**config.mk**
```make
export PLATFORM = sky130hd
export DESIGN_NAME = risk_grid_hysteresis_cost
export DESIGN_NICKNAME = d
export VERILOG_FILES = /design/src/sv/rhc_pkg.sv /design/src/sv/rhc_front.sv /design/src/sv/rhc_queue.sv /design/src/sv/rhc_back.sv /design/src/sv/risk_grid_hysteresis_cost.sv
export VERILOG_INCLUDE_DIRS = /design/src /design/src/sv
export SDC_FILE = /design/constraint.sdc
export NUM_CORES = 2
export LEC_CHECK = 0
export BUFFER_PORTS_ARGS = -buffer_cell sky130_fd_sc_hd__buf_2
export CORE_MARGIN = 2
export CORE_UTILIZATION = 67
export CTS_BUF_LIST = sky130_fd_sc_hd__clkbuf_2 sky130_fd_sc_hd__clkbuf_4 sky130_fd_sc_hd__clkbuf_8
export CTS_CLUSTER_DIAMETER = 40
export DETAILED_ROUTE_END_ITERATION = 7
export MAX_ROUTING_LAYER = met4
export PLACE_DENSITY = 0.87
export SYNTH_ARGS = -nofsm -noshare
export SYNTH_HDL_FRONTEND = slang
export SYNTH_HIERARCHICAL = 1
export SYNTH_SLANG_ARGS = --single-unit
export TNS_END_PERCENT = 10
```
**constraint.sdc**
```tcl
create_clock -name clock -period 31.7 [get_ports clock]
set_clock_uncertainty 0.05 [all_clocks]
set_input_delay 6.34 -clock clock [delete_from_list [all_inputs] [get_ports clock]]
set_output_delay 6.34 -clock clock [all_outputs]
set_load 0.005 [all_outputs]
```
**src/sv/risk_grid_hysteresis_cost_defines.svh**
```systemverilog
// Assertion macros shared by the risk grid cost block.
`ifndef RISK_GRID_HYSTERESIS_COST_DEFINES_SVH
`define RISK_GRID_HYSTERESIS_COST_DEFINES_SVH

// Same-cycle implication, checked on every rising clock edge outside reset.
`define RHC_ASSERT_IMP(name, clk, rst, ante, cons) \
   name: assert property (@(posedge clk) disable iff (rst) (ante) |-> (cons)) \
      else $error("rhc assertion failed");

// Next-cycle implication, checked on every rising clock edge outside reset.
`define RHC_ASSERT_NXT(name, clk, rst, ante, cons) \
   name: assert property (@(posedge clk) disable iff (rst) (ante) |=> (cons)) \
      else $error("rhc assertion failed");

`endif

```
**src/sv/rhc_pkg.sv**
```systemverilog
package rhc_pkg;

   // Grid geometry.
   localparam int GRID_CELLS = 1024;
   localparam int GRID_SIDE  = 32;
   localparam int ADDR_W     = $clog2(GRID_CELLS);
   localparam int SIDE_W     = $clog2(GRID_SIDE);
   localparam int SPAN_W     = SIDE_W + 1;
   localparam int CELLS_W    = $clog2(GRID_CELLS + 1);

   // Field widths.
   localparam int INDEX_W = 10;
   localparam int PROB_W  = 17;
   localparam int LEVEL_W = 16;
   localparam int COST_W  = 7;
   localparam int RANGE_W = 12;
   localparam int TOTAL_W = 11;

   // Configuration port.
   localparam int CSR_INDEX_W = 3;
   localparam int CSR_DATA_W  = 16;

   // Fixed-point limits.
   localparam int Q_ONE     = 65536;
   localparam int ACT_MIN   = 655;
   localparam int ACT_MAX   = 64880;
   localparam int COST_MAX  = 80;
   localparam int RANGE_MAX = 2048;
   localparam int COUNT_MAX = 2047;

   // Range test: centre offsets are a half-cell count times 64, so squares carry a shift of 12.
   localparam int SQ_W        = 2 * SIDE_W;
   localparam int DIST_W      = 2 * RANGE_W;
   localparam int POS_SQ_SHIFT = 12;

   // Cost divider.
   localparam int QUOT_W = COST_W;
   localparam int STEP_W = $clog2(QUOT_W);
   localparam int PROD_W = PROB_W + COST_W;
   localparam int NUM_W  = PROD_W + 1;

   // Work queue between front and back.
   localparam int QUEUE_DEPTH = 2;
   localparam int QPTR_W      = $clog2(QUEUE_DEPTH);
   localparam int QFILL_W     = $clog2(QUEUE_DEPTH + 1);

   typedef enum logic [CSR_INDEX_W-1:0] {
      CSR_ENABLE  = 3'd0,
      CSR_SHADOW  = 3'd1,
      CSR_ACTIVATE = 3'd2,
      CSR_RELEASE = 3'd3,
      CSR_CEILING = 3'd4,
      CSR_RANGE   = 3'd5
   } csr_index_type;

   // Operation carried by one request word.
   typedef enum logic {
      OP_CELL  = 1'b0,
      OP_CLEAR = 1'b1
   } op_type;

   typedef enum logic [1:0] {
      KIND_CLEAR,
      KIND_OFF,
      KIND_CELL
   } kind_type;

   typedef enum logic [1:0] {
      F_IDLE,
      F_SQUARE,
      F_PUSH
   } front_state_type;

   typedef enum logic [3:0] {
      B_INIT,
      B_IDLE,
      B_READ,
      B_LEVEL,
      B_MUL,
      B_PREP,
      B_DIV,
      B_FIN,
      B_WIPE
   } back_state_type;

   // Configuration as used, already clamped.
   typedef struct packed {
      logic               enabled;
      logic               shadow;
      logic [LEVEL_W-1:0] act_level;
      logic [LEVEL_W-1:0] rel_level;
      logic [COST_W-1:0]  ceiling;
      logic [RANGE_W-1:0] range;
   } cfg_type;

   // One classified word handed from front to back.
   typedef struct packed {
      kind_type           kind;
      logic [INDEX_W-1:0] index;
      logic [PROB_W-1:0]  prob;
      logic               in_grid;
      logic               eligible;
      logic               last;
   } work_type;

endpackage

```
**src/sv/rhc_front.sv**
```systemverilog
module rhc_front (
   input  logic                       clock,
   input  logic                       reset,
   input  rhc_pkg::cfg_type           cfg,
   input  logic                       init_busy,
   input  logic                       req_valid,
   output logic                       req_ready,
   input  logic                       req_op,
   input  logic [rhc_pkg::INDEX_W-1:0] req_cell_index,
   input  logic [rhc_pkg::PROB_W-1:0] req_probability,
   input  logic                       req_visible,
   input  logic                       req_frame_last,
   output logic                       push_valid,
   input  logic                       push_ready,
   output rhc_pkg::work_type          push_data
);

   rhc_pkg::front_state_type state_ff, state_in;

   logic                        op_ff;
   logic [rhc_pkg::INDEX_W-1:0] index_ff;
   logic [rhc_pkg::PROB_W-1:0]  prob_ff;
   logic                        visible_ff;
   logic                        last_ff;

   logic [rhc_pkg::SQ_W-1:0]   sqx_ff, sqx_in;
   logic [rhc_pkg::SQ_W-1:0]   sqy_ff, sqy_in;
   logic [rhc_pkg::DIST_W-1:0] rsq_ff, rsq_in;

   logic [rhc_pkg::SIDE_W-1:0] mag_x, mag_y;
   logic [rhc_pkg::DIST_W-1:0] dist_sq;
   logic                       near;
   logic                       in_grid;

   // Distance from the grid centre, in half cells, of a row or column centre.
   function automatic logic [rhc_pkg::SIDE_W-1:0] centre_mag(
      input logic [rhc_pkg::SIDE_W-1:0] pos
   );
      logic [rhc_pkg::SPAN_W-1:0] twice;
      logic [rhc_pkg::SPAN_W-1:0] side;
      twice = {pos, 1'b1};
      side  = rhc_pkg::SPAN_W'(rhc_pkg::GRID_SIDE);
      if (twice >= side) begin
         return rhc_pkg::SIDE_W'(twice - side);
      end else begin
         return rhc_pkg::SIDE_W'(side - twice);
      end
   endfunction

   // Sequencer: take a word, square the offsets, then hand it on.
   always_comb begin
      state_in   = state_ff;
      req_ready  = 1'b0;
      push_valid = 1'b0;
      unique case (state_ff)
         rhc_pkg::F_IDLE: begin
            req_ready = !init_busy;
            if (req_valid && !init_busy) begin
               state_in = rhc_pkg::F_SQUARE;
            end
         end
         rhc_pkg::F_SQUARE: begin
            state_in = rhc_pkg::F_PUSH;
         end
         rhc_pkg::F_PUSH: begin
            push_valid = 1'b1;
            if (push_ready) begin
               state_in = rhc_pkg::F_IDLE;
            end
         end
         default: begin
            state_in = rhc_pkg::F_IDLE;
         end
      endcase
   end

   always_ff @(posedge clock) begin
      if (reset) begin
         state_ff <= rhc_pkg::F_IDLE;
      end else begin
         state_ff <= state_in;
      end
   end

   // Capture the accepted word.
   always_ff @(posedge clock) begin
      if (req_valid && req_ready) begin
         op_ff      <= req_op;
         index_ff   <= req_cell_index;
         prob_ff    <= req_probability;
         visible_ff <= req_visible;
         last_ff    <= req_frame_last;
      end
   end

   // Squares of the centre offsets and of the minimum range.
   assign mag_x  = centre_mag(index_ff[rhc_pkg::SIDE_W-1:0]);
   assign mag_y  = centre_mag(index_ff[rhc_pkg::SIDE_W +: rhc_pkg::SIDE_W]);
   assign sqx_in = rhc_pkg::SQ_W'(mag_x) * rhc_pkg::SQ_W'(mag_x);
   assign sqy_in = rhc_pkg::SQ_W'(mag_y) * rhc_pkg::SQ_W'(mag_y);
   assign rsq_in = rhc_pkg::DIST_W'(cfg.range) * rhc_pkg::DIST_W'(cfg.range);

   always_ff @(posedge clock) begin
      sqx_ff <= sqx_in;
      sqy_ff <= sqy_in;
      rsq_ff <= rsq_in;
   end

   // Classify the word.
   assign dist_sq = (rhc_pkg::DIST_W'(sqx_ff) + rhc_pkg::DIST_W'(sqy_ff))
                    << rhc_pkg::POS_SQ_SHIFT;
   assign near    = dist_sq < rsq_ff;
   assign in_grid = rhc_pkg::CELLS_W'(index_ff) < rhc_pkg::CELLS_W'(rhc_pkg::GRID_CELLS);

   always_comb begin
      if (op_ff == rhc_pkg::OP_CLEAR) begin
         push_data.kind = rhc_pkg::KIND_CLEAR;
      end else if (!cfg.enabled) begin
         push_data.kind = rhc_pkg::KIND_OFF;
      end else begin
         push_data.kind = rhc_pkg::KIND_CELL;
      end
      push_data.index    = index_ff;
      push_data.prob     = (prob_ff > rhc_pkg::PROB_W'(rhc_pkg::Q_ONE)) ?
                           rhc_pkg::PROB_W'(rhc_pkg::Q_ONE) : prob_ff;
      push_data.in_grid  = in_grid;
      push_data.eligible = in_grid && visible_ff && (cfg.shadow || !near);
      push_data.last     = last_ff;
   end

endmodule

```
**src/sv/rhc_queue.sv**
```systemverilog
module rhc_queue (
   input  logic              clock,
   input  logic              reset,
   input  logic              in_valid,
   output logic              in_ready,
   input  rhc_pkg::work_type in_data,
   output logic              out_valid,
   input  logic              out_ready,
   output rhc_pkg::work_type out_data
);

   rhc_pkg::work_type             slots_ff [rhc_pkg::QUEUE_DEPTH];
   logic [rhc_pkg::QPTR_W-1:0]    wr_ptr_ff, wr_ptr_in;
   logic [rhc_pkg::QPTR_W-1:0]    rd_ptr_ff, rd_ptr_in;
   logic [rhc_pkg::QFILL_W-1:0]   fill_ff, fill_in;
   logic                          push, pop;

   assign in_ready  = fill_ff != rhc_pkg::QFILL_W'(rhc_pkg::QUEUE_DEPTH);
   assign out_valid = fill_ff != '0;
   assign out_data  = slots_ff[rd_ptr_ff];
   assign push      = in_valid && in_ready;
   assign pop       = out_valid && out_ready;

   // Pointer and fill bookkeeping.
   always_comb begin
      wr_ptr_in = wr_ptr_ff;
      rd_ptr_in = rd_ptr_ff;
      fill_in   = fill_ff;
      if (push) begin
         wr_ptr_in = (wr_ptr_ff == rhc_pkg::QPTR_W'(rhc_pkg::QUEUE_DEPTH - 1)) ?
                     '0 : wr_ptr_ff + 1'b1;
      end
      if (pop) begin
         rd_ptr_in = (rd_ptr_ff == rhc_pkg::QPTR_W'(rhc_pkg::QUEUE_DEPTH - 1)) ?
                     '0 : rd_ptr_ff + 1'b1;
      end
      if (push && !pop) begin
         fill_in = fill_ff + 1'b1;
      end else if (pop && !push) begin
         fill_in = fill_ff - 1'b1;
      end
   end

   always_ff @(posedge clock) begin
      if (reset) begin
         wr_ptr_ff <= '0;
         rd_ptr_ff <= '0;
         fill_ff   <= '0;
      end else begin
         wr_ptr_ff <= wr_ptr_in;
         rd_ptr_ff <= rd_ptr_in;
         fill_ff   <= fill_in;
      end
   end

   // Slot storage.
   always_ff @(posedge clock) begin
      if (push) begin
         slots_ff[wr_ptr_ff] <= in_data;
      end
   end

endmodule

```
**src/sv/rhc_back.sv**
```systemverilog
`include "risk_grid_hysteresis_cost_defines.svh"

module rhc_back (
   input  logic                        clock,
   input  logic                        reset,
   input  rhc_pkg::cfg_type            cfg,
   output logic                        init_busy,
   input  logic                        q_valid,
   output logic                        q_ready,
   input  rhc_pkg::work_type           q_data,
   output logic                        rsp_valid,
   input  logic                        rsp_ready,
   output logic [rhc_pkg::INDEX_W-1:0] rsp_out_index,
   output logic [rhc_pkg::COST_W-1:0]  rsp_cell_cost,
   output logic                        rsp_cell_active,
   output logic                        rsp_frame_done,
   output logic [rhc_pkg::TOTAL_W-1:0] rsp_active_total,
   output logic [rhc_pkg::COST_W-1:0]  rsp_peak_cost
);

   rhc_pkg::back_state_type state_ff, state_in;
   rhc_pkg::work_type       work_ff, work_in;

   // Active mark memory, one bit per cell.
   logic                        marks [rhc_pkg::GRID_CELLS];
   logic                        rd_ff;
   logic                        mark_we;
   logic [rhc_pkg::ADDR_W-1:0]  mark_addr;
   logic                        mark_wd;

   logic [rhc_pkg::ADDR_W-1:0]  wipe_ff, wipe_in;
   logic                        dirty_ff, dirty_in;

   logic [rhc_pkg::LEVEL_W-1:0] thr_ff, thr_in;
   logic                        hit_ff, hit_in;
   logic [rhc_pkg::PROB_W-1:0]  diff_ff, diff_in;
   logic [rhc_pkg::PROD_W-1:0]  prod_ff, prod_in;
   logic [rhc_pkg::NUM_W-1:0]   num_ff, num_in;
   logic [rhc_pkg::NUM_W-1:0]   den_ff, den_in;
   logic [rhc_pkg::QUOT_W-1:0]  quot_ff, quot_in;
   logic [rhc_pkg::STEP_W-1:0]  step_ff, step_in;

   logic [rhc_pkg::TOTAL_W-1:0] count_ff, count_in;
   logic [rhc_pkg::COST_W-1:0]  peak_ff, peak_in;

   logic                        out_valid_ff, out_valid_in;
   logic [rhc_pkg::INDEX_W-1:0] out_index_ff, out_index_in;
   logic [rhc_pkg::COST_W-1:0]  out_cost_ff, out_cost_in;
   logic                        out_active_ff, out_active_in;
   logic                        out_done_ff, out_done_in;
   logic [rhc_pkg::TOTAL_W-1:0] out_total_ff, out_total_in;
   logic [rhc_pkg::COST_W-1:0]  out_peak_ff, out_peak_in;

   logic                        mark_now;
   logic [rhc_pkg::LEVEL_W-1:0] thr_sel;
   logic [rhc_pkg::PROB_W-1:0]  span;
   logic                        ge;
   logic [rhc_pkg::COST_W-1:0]  cost_raw;
   logic [rhc_pkg::COST_W-1:0]  cost;
   logic [rhc_pkg::TOTAL_W-1:0] count_next;
   logic [rhc_pkg::COST_W-1:0]  peak_next;
   logic                        slot_free;

   assign init_busy = state_ff == rhc_pkg::B_INIT;
   assign slot_free = !out_valid_ff || rsp_ready;

   // Datapath terms shared by the states.
   assign mark_now = work_ff.in_grid && rd_ff;
   assign thr_sel  = mark_now ? cfg.rel_level : cfg.act_level;
   assign span     = rhc_pkg::PROB_W'(rhc_pkg::Q_ONE) - rhc_pkg::PROB_W'(thr_ff);
   assign ge       = num_ff >= den_ff;
   assign cost_raw = quot_ff + 1'b1;
   assign cost     = !hit_ff ? '0 : ((cost_raw > cfg.ceiling) ? cfg.ceiling : cost_raw);

   // Frame summary after this cell.
   always_comb begin
      count_next = count_ff;
      peak_next  = peak_ff;
      if (hit_ff) begin
         if (count_ff < rhc_pkg::TOTAL_W'(rhc_pkg::COUNT_MAX)) begin
            count_next = count_ff + 1'b1;
         end
         if (cost > peak_ff) begin
            peak_next = cost;
         end
      end
   end

   // Back sequencer: mark memory sweep, mark lookup, threshold, multiply, divider, result.
   always_comb begin
      state_in      = state_ff;
      work_in       = work_ff;
      q_ready       = 1'b0;
      mark_we       = 1'b0;
      mark_addr     = work_ff.index[rhc_pkg::ADDR_W-1:0];
      mark_wd       = 1'b0;
      wipe_in       = wipe_ff;
      dirty_in      = dirty_ff;
      thr_in        = thr_ff;
      hit_in        = hit_ff;
      diff_in       = diff_ff;
      prod_in       = prod_ff;
      num_in        = num_ff;
      den_in        = den_ff;
      quot_in       = quot_ff;
      step_in       = step_ff;
      count_in      = count_ff;
      peak_in       = peak_ff;
      out_valid_in  = out_valid_ff && !rsp_ready;
      out_index_in  = out_index_ff;
      out_cost_in   = out_cost_ff;
      out_active_in = out_active_ff;
      out_done_in   = out_done_ff;
      out_total_in  = out_total_ff;
      out_peak_in   = out_peak_ff;
      unique case (state_ff)
         rhc_pkg::B_INIT, rhc_pkg::B_WIPE: begin
            mark_we   = 1'b1;
            mark_addr = wipe_ff;
            mark_wd   = 1'b0;
            wipe_in   = wipe_ff + 1'b1;
            if (wipe_ff == rhc_pkg::ADDR_W'(rhc_pkg::GRID_CELLS - 1)) begin
               wipe_in  = '0;
               dirty_in = 1'b0;
               state_in = rhc_pkg::B_IDLE;
            end
         end
         rhc_pkg::B_IDLE: begin
            q_ready = 1'b1;
            if (q_valid) begin
               work_in = q_data;
               hit_in  = 1'b0;
               if (q_data.kind == rhc_pkg::KIND_CELL) begin
                  state_in = rhc_pkg::B_READ;
               end else begin
                  state_in = rhc_pkg::B_FIN;
               end
            end
         end
         rhc_pkg::B_READ: begin
            state_in = rhc_pkg::B_LEVEL;
         end
         rhc_pkg::B_LEVEL: begin
            thr_in  = thr_sel;
            hit_in  = work_ff.eligible && (work_ff.prob >= rhc_pkg::PROB_W'(thr_sel));
            diff_in = work_ff.prob - rhc_pkg::PROB_W'(thr_sel);
            if (work_ff.eligible && (work_ff.prob >= rhc_pkg::PROB_W'(thr_sel))) begin
               state_in = rhc_pkg::B_MUL;
            end else begin
               state_in = rhc_pkg::B_FIN;
            end
         end
         rhc_pkg::B_MUL: begin
            prod_in  = rhc_pkg::PROD_W'(diff_ff) *
                       rhc_pkg::PROD_W'(cfg.ceiling - 1'b1);
            state_in = rhc_pkg::B_PREP;
         end
         rhc_pkg::B_PREP: begin
            // Round half up: quotient of (2a + b) by 2b.
            num_in   = {prod_ff, 1'b0} + rhc_pkg::NUM_W'(span);
            den_in   = rhc_pkg::NUM_W'({span, 1'b0}) << (rhc_pkg::QUOT_W - 1);
            quot_in  = '0;
            step_in  = rhc_pkg::STEP_W'(rhc_pkg::QUOT_W - 1);
            state_in = rhc_pkg::B_DIV;
         end
         rhc_pkg::B_DIV: begin
            // One restoring step per cycle, most significant bit first.
            if (ge) begin
               num_in = num_ff - den_ff;
            end
            quot_in = {quot_ff[rhc_pkg::QUOT_W-2:0], ge};
            den_in  = den_ff >> 1;
            step_in = step_ff - 1'b1;
            if (step_ff == '0) begin
               state_in = rhc_pkg::B_FIN;
            end
         end
         rhc_pkg::B_FIN: begin
            if (slot_free) begin
               out_valid_in = 1'b1;
               out_index_in = work_ff.index;
               out_total_in = '0;
               out_peak_in  = '0;
               if (work_ff.kind == rhc_pkg::KIND_CELL) begin
                  out_cost_in   = cost;
                  out_active_in = hit_ff;
                  out_done_in   = work_ff.last;
                  mark_we       = work_ff.in_grid;
                  mark_wd       = hit_ff;
                  if (hit_ff) begin
                     dirty_in = 1'b1;
                  end
                  if (work_ff.last) begin
                     out_total_in = count_next;
                     out_peak_in  = peak_next;
                     count_in     = '0;
                     peak_in      = '0;
                  end else begin
                     count_in = count_next;
                     peak_in  = peak_next;
                  end
                  state_in = rhc_pkg::B_IDLE;
               end else begin
                  // Clear or disabled: every mark and the frame summary go to zero.
                  out_cost_in   = '0;
                  out_active_in = 1'b0;
                  out_done_in   = (work_ff.kind == rhc_pkg::KIND_OFF) && work_ff.last;
                  count_in      = '0;
                  peak_in       = '0;
                  state_in      = dirty_ff ? rhc_pkg::B_WIPE : rhc_pkg::B_IDLE;
               end
            end
         end
         default: begin
            state_in = rhc_pkg::B_IDLE;
         end
      endcase
   end

   // Control registers.
   always_ff @(posedge clock) begin
      if (reset) begin
         state_ff     <= rhc_pkg::B_INIT;
         wipe_ff      <= '0;
         dirty_ff     <= 1'b0;
         count_ff     <= '0;
         peak_ff      <= '0;
         out_valid_ff <= 1'b0;
      end else begin
         state_ff     <= state_in;
         wipe_ff      <= wipe_in;
         dirty_ff     <= dirty_in;
         count_ff     <= count_in;
         peak_ff      <= peak_in;
         out_valid_ff <= out_valid_in;
      end
   end

   // Working and result payload registers.
   always_ff @(posedge clock) begin
      work_ff       <= work_in;
      thr_ff        <= thr_in;
      hit_ff        <= hit_in;
      diff_ff       <= diff_in;
      prod_ff       <= prod_in;
      num_ff        <= num_in;
      den_ff        <= den_in;
      quot_ff       <= quot_in;
      step_ff       <= step_in;
      out_index_ff  <= out_index_in;
      out_cost_ff   <= out_cost_in;
      out_active_ff <= out_active_in;
      out_done_ff   <= out_done_in;
      out_total_ff  <= out_total_in;
      out_peak_ff   <= out_peak_in;
   end

   // Mark memory: one write port, one registered read port.
   always_ff @(posedge clock) begin
      if (mark_we) begin
         marks[mark_addr] <= mark_wd;
      end
      rd_ff <= marks[work_ff.index[rhc_pkg::ADDR_W-1:0]];
   end

   assign rsp_valid        = out_valid_ff;
   assign rsp_out_index    = out_index_ff;
   assign rsp_cell_cost    = out_cost_ff;
   assign rsp_cell_active  = out_active_ff;
   assign rsp_frame_done   = out_done_ff;
   assign rsp_active_total = out_total_ff;
   assign rsp_peak_cost    = out_peak_ff;

   // The rounded quotient never reaches the ceiling, so the clamp only guards.
   `RHC_ASSERT_IMP(a_quot_below_ceiling, clock, reset,
      (state_ff == rhc_pkg::B_FIN) && (work_ff.kind == rhc_pkg::KIND_CELL) && hit_ff,
      quot_ff < cfg.ceiling)
   // A word shown as active carries a cost, an inactive one carries none.
   `RHC_ASSERT_IMP(a_cost_matches_active, clock, reset,
      out_valid_ff, out_active_ff == (out_cost_ff != '0))
   // Summary fields are zero off the frame end.
   `RHC_ASSERT_IMP(a_summary_off_frame, clock, reset,
      out_valid_ff && !out_done_ff, (out_total_ff == '0) && (peak_ff <= peak_ff) &&
      (out_peak_ff == '0))
   // A finished sweep leaves the memory clean.
   `RHC_ASSERT_NXT(a_wipe_cleans, clock, reset,
      (state_ff == rhc_pkg::B_WIPE) &&
      (wipe_ff == rhc_pkg::ADDR_W'(rhc_pkg::GRID_CELLS - 1)),
      !dirty_ff && (state_ff == rhc_pkg::B_IDLE))

endmodule

```
**src/sv/risk_grid_hysteresis_cost.sv**
```systemverilog
// From acceptance to rsp_valid a word passes the front, the work queue and the back end;
// a cell that turns active adds B_MUL, B_PREP and a 7-step serial divider for the cost,
// a clear or disabled word skips the mark lookup. The back end takes one word at a time;
// a clear or disabled word finding marks set since the last sweep adds a mark memory sweep.
// Reset (synchronous, active high) loads the register defaults and starts a sweep that
// zeroes the mark memory; req_ready stays low during it, csr writes are taken.
module risk_grid_hysteresis_cost (
   input  logic                           clock,
   input  logic                           reset,
   input  logic                           req_valid,
   output logic                           req_ready,
   input  logic                           req_op,
   input  logic [rhc_pkg::INDEX_W-1:0]    req_cell_index,
   input  logic [rhc_pkg::PROB_W-1:0]     req_probability,
   input  logic                           req_visible,
   input  logic                           req_frame_last,
   output logic                           rsp_valid,
   input  logic                           rsp_ready,
   output logic [rhc_pkg::INDEX_W-1:0]    rsp_out_index,
   output logic [rhc_pkg::COST_W-1:0]     rsp_cell_cost,
   output logic                           rsp_cell_active,
   output logic                           rsp_frame_done,
   output logic [rhc_pkg::TOTAL_W-1:0]    rsp_active_total,
   output logic [rhc_pkg::COST_W-1:0]     rsp_peak_cost,
   input  logic                           csr_valid,
   output logic                           csr_ready,
   input  logic [rhc_pkg::CSR_INDEX_W-1:0] csr_index,
   input  logic [rhc_pkg::CSR_DATA_W-1:0] csr_data
);

   logic                        enabled_ff;
   logic                        shadow_ff;
   logic [rhc_pkg::LEVEL_W-1:0] act_ff;
   logic [rhc_pkg::LEVEL_W-1:0] rel_ff;
   logic [rhc_pkg::COST_W-1:0]  ceiling_ff;
   logic [rhc_pkg::RANGE_W-1:0] range_ff;

   rhc_pkg::cfg_type  cfg;
   logic [rhc_pkg::LEVEL_W-1:0] act_used;
   logic              init_busy;
   logic              push_valid, push_ready;
   rhc_pkg::work_type push_data;
   logic              q_valid, q_ready;
   rhc_pkg::work_type q_data;

   assign csr_ready = 1'b1;

   // Configuration registers, held as written.
   always_ff @(posedge clock) begin
      if (reset) begin
         enabled_ff <= 1'b1;
         shadow_ff  <= 1'b1;
         act_ff     <= rhc_pkg::LEVEL_W'(32768);
         rel_ff     <= rhc_pkg::LEVEL_W'(19661);
         ceiling_ff <= rhc_pkg::COST_W'(rhc_pkg::COST_MAX);
         range_ff   <= '0;
      end else if (csr_valid && csr_ready) begin
         unique case (rhc_pkg::csr_index_type'(csr_index))
            rhc_pkg::CSR_ENABLE:   enabled_ff <= csr_data[0];
            rhc_pkg::CSR_SHADOW:   shadow_ff  <= csr_data[0];
            rhc_pkg::CSR_ACTIVATE: act_ff     <= csr_data[rhc_pkg::LEVEL_W-1:0];
            rhc_pkg::CSR_RELEASE:  rel_ff     <= csr_data[rhc_pkg::LEVEL_W-1:0];
            rhc_pkg::CSR_CEILING:  ceiling_ff <= csr_data[rhc_pkg::COST_W-1:0];
            rhc_pkg::CSR_RANGE:    range_ff   <= csr_data[rhc_pkg::RANGE_W-1:0];
            default: begin
            end
         endcase
      end
   end

   // Clamp the registers to the ranges the datapath uses.
   always_comb begin
      if (act_ff < rhc_pkg::LEVEL_W'(rhc_pkg::ACT_MIN)) begin
         act_used = rhc_pkg::LEVEL_W'(rhc_pkg::ACT_MIN);
      end else if (act_ff > rhc_pkg::LEVEL_W'(rhc_pkg::ACT_MAX)) begin
         act_used = rhc_pkg::LEVEL_W'(rhc_pkg::ACT_MAX);
      end else begin
         act_used = act_ff;
      end
      cfg.enabled   = enabled_ff;
      cfg.shadow    = shadow_ff;
      cfg.act_level = act_used;
      cfg.rel_level = (rel_ff > act_used) ? act_used : rel_ff;
      if (ceiling_ff == '0) begin
         cfg.ceiling = rhc_pkg::COST_W'(1);
      end else if (ceiling_ff > rhc_pkg::COST_W'(rhc_pkg::COST_MAX)) begin
         cfg.ceiling = rhc_pkg::COST_W'(rhc_pkg::COST_MAX);
      end else begin
         cfg.ceiling = ceiling_ff;
      end
      cfg.range = (range_ff > rhc_pkg::RANGE_W'(rhc_pkg::RANGE_MAX)) ?
                  rhc_pkg::RANGE_W'(rhc_pkg::RANGE_MAX) : range_ff;
   end

   rhc_front u_front (
      .clock          (clock),
      .reset          (reset),
      .cfg            (cfg),
      .init_busy      (init_busy),
      .req_valid      (req_valid),
      .req_ready      (req_ready),
      .req_op         (req_op),
      .req_cell_index (req_cell_index),
      .req_probability(req_probability),
      .req_visible    (req_visible),
      .req_frame_last (req_frame_last),
      .push_valid     (push_valid),
      .push_ready     (push_ready),
      .push_data      (push_data)
   );

   rhc_queue u_queue (
      .clock    (clock),
      .reset    (reset),
      .in_valid (push_valid),
      .in_ready (push_ready),
      .in_data  (push_data),
      .out_valid(q_valid),
      .out_ready(q_ready),
      .out_data (q_data)
   );

   rhc_back u_back (
      .clock           (clock),
      .reset           (reset),
      .cfg             (cfg),
      .init_busy       (init_busy),
      .q_valid         (q_valid),
      .q_ready         (q_ready),
      .q_data          (q_data),
      .rsp_valid       (rsp_valid),
      .rsp_ready       (rsp_ready),
      .rsp_out_index   (rsp_out_index),
      .rsp_cell_cost   (rsp_cell_cost),
      .rsp_cell_active (rsp_cell_active),
      .rsp_frame_done  (rsp_frame_done),
      .rsp_active_total(rsp_active_total),
      .rsp_peak_cost   (rsp_peak_cost)
   );

endmodule
```
# --- After elaboration in Yosys (flattened, before gate mapping) ---
# Memories as Yosys holds them, arrays and structs flattened. A register that Yosys moved wholly into a read port is not among the register bits.
# Index checks and enable logic that the tools add are counted.
classes:
  n_addsub: 18
  reduce_logical: 44
  multipliers: 4
  muxes: 70
  magnitude_cmp: 14
  n_eq_ne: 29
ops:
  columns: ["operator", "count"]
  rows:
  - ["25-bit one-hot mux with 2 select lines", 2]
  - ["16-bit 2-to-1 mux", 4]
  - ["7-bit 2-to-1 mux", 8]
  - ["11-bit 2-to-1 mux", 4]
  - ["4-bit one-hot mux with 8 select lines", 1]
  - ["25-bit by 17-bit adder with 25-bit output", 1]
  - ["25-bit >= comparator", 1]
  - ["25-bit 2-to-1 mux", 1]
  - ["25-bit subtractor", 1]
  - ["24-bit less-than comparator", 1]
  - ["12-bit by 12-bit multiplier with 24-bit output", 1]
  - ["17-bit by 24-bit multiplier with 24-bit output", 1]
  - ["1-bit 2-to-1 mux", 24]
  - ["4-bit 2-to-1 mux", 6]
  - ["2-bit AND reduction", 12]
  - ["5-bit by 5-bit multiplier with 10-bit output", 2]
  - ["10-bit 2-to-1 mux", 2]
  - ["17-bit by 16-bit >= comparator with 1-bit output", 1]
  - ["17-bit greater-than comparator (second input constant)", 1]
  - ["17-bit 2-to-1 mux", 1]
  - ["17-bit by 16-bit subtractor with 17-bit output", 1]
  - ["17-bit by 16-bit subtractor with 17-bit output (first input constant)", 1]
  - ["4-bit by 3-bit equality test with 1-bit output (second input constant)", 4]
  - ["16-bit greater-than comparator", 1]
  - ["48 further kinds", 97]
totals:
  register_bits: 354
  mem_bits_rw: 1086
  wordCells: 225
  n_memories: 2
mem_list:
  columns: ["memory", "words", "word_bits", "read_ports", "rd_clocked_by_memory_dff", "write_ports", "line_no", "text"]
  rows:
  - ["u_back.marks", 1024, 1, 1, 1, 1, "rhc_back.sv:25", "logic marks [rhc_pkg::GRID_CELLS];"]
  - ["u_queue.slots_ff", 2, 31, 1, 1, 1, "rhc_queue.sv:12", "rhc_pkg::work_type slots_ff [rhc_pkg::QUEUE_DEPTH];"]

# --- Longest topological paths before layout ---
logic_depth:
  depth_word: 11
  ltp_mapped: 28
  ltp_nobuf: 26

# --- Cells and area by module ---
# The synthesis kept the hierarchy.
by_module_without_submodules:
  columns: ["mod", "area_each_um2", "instances", "cells_each"]
  rows:
  - ["rhc_back", 61053.6, 1, 4629]
  - ["rhc_front", 7444.6, 1, 770]
  - ["risk_grid_hysteresis_cost", 2881.5, 1, 366]
  - ["rhc_queue", 2524.9, 1, 124]

# --- Worst setup path before layout ---
# OpenSTA, ideal clock, no wires.
synth_timing:
  path_type: "input-to-reg"
  start: "input port rsp_ready"
  end: "memory u_back.marks[0], data pin"
  t_arrival_ps: 18209
  path_slack_ps: 10962
  cell_stages: 6
  setup_time_ps: 2479
  required_time_ps: 29171
  path_cell_list: "nand2b_1 > nand2b_1 > buf_2 > inv_2 > nand2_1 > inv_1"
synth_between:
  elab_chain_cells: 3
synth_rtl:
  columns: ["item", "line_no", "text"]
  rows:
  - ["start, declared", "risk_grid_hysteresis_cost.sv:18", "input logic rsp_ready,"]
  - ["1-bit logical OR", "rhc_back.sv:65", "assign slot_free = !out_valid_ff || rsp_ready;"]
  - ["1-bit 2-to-1 mux", "rhc_back.sv:179", "if (slot_free) begin"]
  - ["1-bit 2-to-1 mux", "rhc_back.sv:116", "unique case (state_ff)"]
  - ["named net u_back.mark_wd", "rhc_back.sv:29", "logic mark_wd;"]
  - ["end, declared", "rhc_back.sv:25", null]
# The timed path passes the listed nets, and every way through them passes these cells.

# --- Final worst setup path ---
layout_timing:
  start: "input port rsp_ready"
  end: "memory u_back.marks[874], data pin"
# The elaborated chain is that of the path after synthesis.

==> metrics <==
outcome=finished with violations; failing checks=design-rule violations; Hold Vio Cnt, Final=0; Syn Inst Count=5889; final worst slack=21.84 ns; most frequent cells in the layout=1304 x edfxtp_1, 1234 x nor2_1, 414 x inv_1, 311 x nand2_1, 290 x mux4_2; Mapped Area=0.0739 mm²; met3 WL=23900 µm; dpl ws=21.13 ns; Root Buffer=clkbuf_8; CP cell instances=buf_2, nand2b_1, nand2b_1, inv_2, nand2_1, inv_8, buf_4, buf_4; Met2 Wirelength=84100 µm; Clock transition at path regs=0.06 ns; dpl hpwl=110000 µm; Post-Syn Nets=6368; overflow left after global routing=0; Reg-to-Reg Start=ceiling_ff[6]; f_max=0.101 GHz; Num CTS Buffers=217; WL per Instance=23.7 µm; CTS resizes=0; DR iter-0 viols=7222; clock buffer depth=3; first-pass GRT wire length=273000 µm; initial antenna violation count=7; Antenna Nets Post-Route=0; I/O pin count=94; max cap viols=0; Die ar.=0.113 mm²; FFs w/ async S/R, synth=0; final setup TNS=0 ns; # setup viols final=0; DR top layer=met4; CP Max Fanout=239; Yosys warning count=6; max-slew violation count=0; H-tree level count=4; CP max stage cell=buf_4; R2R cell count=22; Post-synth top flop=edfxtp_1; Reg2Reg Capture Point=u_back/prod_ff[22]; CP Launch Point=rsp_ready; Buf/Inv on CP=5; Post-synth EDFFs=1304; register area share after synthesis=0.566; gr usage total=0.330; CP top delay family=buffers and inverters; IO buf count=92; kind of critical path=input port to register; count of cell types in the netlist=99; pwr/cell area=66.7 mW/mm²; Rows=121; Worst setup SP type=input port; Initial Utilization=0.677; core area=0.109 mm²; Max VDD drop=0.0647 mV; worst reg-to-reg setup slack=23.88 ns; Setup crit end=u_back/marks[874]; Metal-1 WL=62500 µm; crit path DAT=10.34 ns; die width=336 µm; Worst EP required=32.18 ns; CP Depth=8; worst min path class=register to register; number of global-route vias before repair=48600; Chip Height=336 µm; DRC errors left=10; final core utilization=0.729; vias per cell=6.44; filler instances=6453; DR pass1 iterations=8; Sink Count=1436; final WL=179000 µm; final-stage net count=6368; DR vias=48600; period utilisation layout=0.311; Mean Syn Cell Area=12.5 µm²; Leak=28.3 nW; area grow syn2layout=7.60%; hold_buf cts=0; CTS tree=built; RePlAce Congestion=0.917; Slew headroom=0.0903; RSZ-0062 raised after global routing=no; Slowest Stage Delay on Critical Path=1.14 ns; Clk Latency, worst-skew pair=0.95 ns; post-CTS setup buffers=0; Slew @ Worst Pin=1.36 ns; largest net degree at the start of global routing=240; layout cells sized above 1=0.156; Final Critical Period=9.86 ns; synthesis-stage register bit count=1436; crit path capture type=register; commonest non-fill, non-tap cell in the layout=edfxtp_1
==> logic make-up after synthesis <==
logic type / count (synthesis) / synth area share
buffers and inverters: 788 / 0.0442
AND/OR/NAND/NOR: 2122 / 0.126
XOR/XNOR: 165 / 0.0200
AO/OA/AOI/OAI: 547 / 0.0488
multiplexers: 404 / 0.105
flip-flops: 1436 / 0.566
adder cells (fa/ha/maj): 425 / 0.0901
other: 2 / 0.000102
==> stage by stage <==
step | instance area [µm²] | instances | total power, W | hold WS [ns]
after floorplan | 73900 | 5889 | 0.00340 | 0.371
after global placement | 75100 | 7146 | 0.00371 | 0.385
after detailed placement | 75100 | 7146 | 0.00377 | 0.400
after CTS | 79500 | 7542 | 0.00529 | 0.406
after global routing | 79500 | 7551 | 0.00555 | 0.417
final | 79500 | 7551 | 0.00530 | 0.391
==> registers in the layout, indices dropped and copies added, names as in the netlist, 10 cells and up, named ones only <==
register and count:
act_ff 16, range_ff 12, rel_ff 16, u_back/count_ff 11
u_back/den_ff 24, u_back/diff_ff 17, u_back/marks 1024, u_back/num_ff 25
u_back/prod_ff 24, u_back/rsp_active_total 11, u_back/rsp_out_index 10, u_back/thr_ff 16
u_back/wipe_ff 10, u_back/work_ff 32, u_front/index_ff 10, u_front/prob_ff 17
u_front/rsq_ff 23, u_queue/slots_ff 64
==> cell usage after synthesis, types with 20 or more instances <==
master / n / area share
edfxtp_1: 1304 / 0.53
nand2b_1: 32 / 0.0027
and3_1: 23 / 0.0019
nand3_1: 55 / 0.0037
ha_1: 246 / 0.042
a31oi_1: 21 / 0.0018
nor3_1: 71 / 0.0048
xor2_1: 62 / 0.0073
buf_4: 23 / 0.0023
clkbuf_1: 221 / 0.011
a21o_1: 37 / 0.0038
o21ai_0: 86 / 0.0058
nor4_1: 20 / 0.0017
nor2b_1: 93 / 0.0079
buf_1: 53 / 0.0027
a22oi_1: 21 / 0.0021
and2_1: 121 / 0.010
nor2_1: 1235 / 0.063
mux4_2: 290 / 0.088
buf_2: 55 / 0.0037
xnor2_1: 100 / 0.012
mux2_2: 40 / 0.0061
a21oi_1: 163 / 0.011
nand4_1: 30 / 0.0025
o21a_1: 24 / 0.0024
or3_1: 25 / 0.0021
o31ai_1: 27 / 0.0027
fa_1: 179 / 0.048
inv_1: 415 / 0.021
mux2i_1: 62 / 0.0084
dfxtp_1: 132 / 0.036
nand2_1: 340 / 0.017
==> how the worst min path moves through the flow <==
stage | start | endpoint | slack [ns] | depth (start not counted)
2_1_floorplan | u_back/work_ff[22] | u_back/rsp_out_index[2] | 0.37 | 0
3_3_place_gp | u_front/last_ff | u_queue/slots_ff[0][0] | 0.38 | 0
3_5_place_dp | range_ff[2] | range_ff[2] | 0.40 | 2
4_1_cts | u_front/last_ff | u_queue/slots_ff[0][0] | 0.41 | 0
5_1_grt | range_ff[7] | range_ff[7] | 0.42 | 2
6_report | u_front/last_ff | u_queue/slots_ff[0][0] | 0.39 | 0
==> layout make-up <==
| type | instances | area [µm²] | area share |
|---|---|---|---|
| clock inverters | 82 | 567 | 0.00713 |
| multi-input cells | 3665 | 29000 | 0.364 |
| clock buffers | 314 | 3810 | 0.0480 |
| repair buffers | 153 | 943 | 0.0119 |
| flip-flops and latches | 1436 | 41800 | 0.526 |
| inverters | 416 | 1570 | 0.0197 |
| well taps | 1476 | 1850 | 0.0232 |
| diodes | 9 | 22.5 | 0.000283 |
==> worst register-to-register path, cell delays in order (launching register included) <==
cell,delay (ns)
dfxtp_1,0.66
o21ai_0,0.23
and2_1,0.35
nor3_1,0.32
and3_1,0.25
nand3_1,0.63
or2_2,0.59
fa_1,0.51
fa_1,0.55
inv_1,0.06
fa_1,0.52
inv_1,0.06
fa_1,0.54
inv_1,0.05
ha_1,0.34
o21a_1,0.21
o31a_1,0.12
o211ai_1,0.24
a21oi_1,0.15
o31ai_1,0.56
o311ai_0,0.25
a21oi_1,0.22
xnor2_1,0.08
==> where the power goes <==
group / leakage, nW / switching [W] / internal (W)
Sequential: 13.2 / 0.0000564 / 0.00218
Clock: 2.33 / 0.000717 / 0.000809
Combinational: 12.8 / 0.000946 / 0.000596
Total: 28.3 / 0.00172 / 0.00358
==> per-layer routing <==
layer / GRT usage / vias to the layer above
met3: 0.0847 / 660
met2: 0.502 / 3443
met5: - / -
li1: - / 20800
met1: 0.419 / 23700
met4: 0.157 / 0
Power figures use the tool's default switching activity.
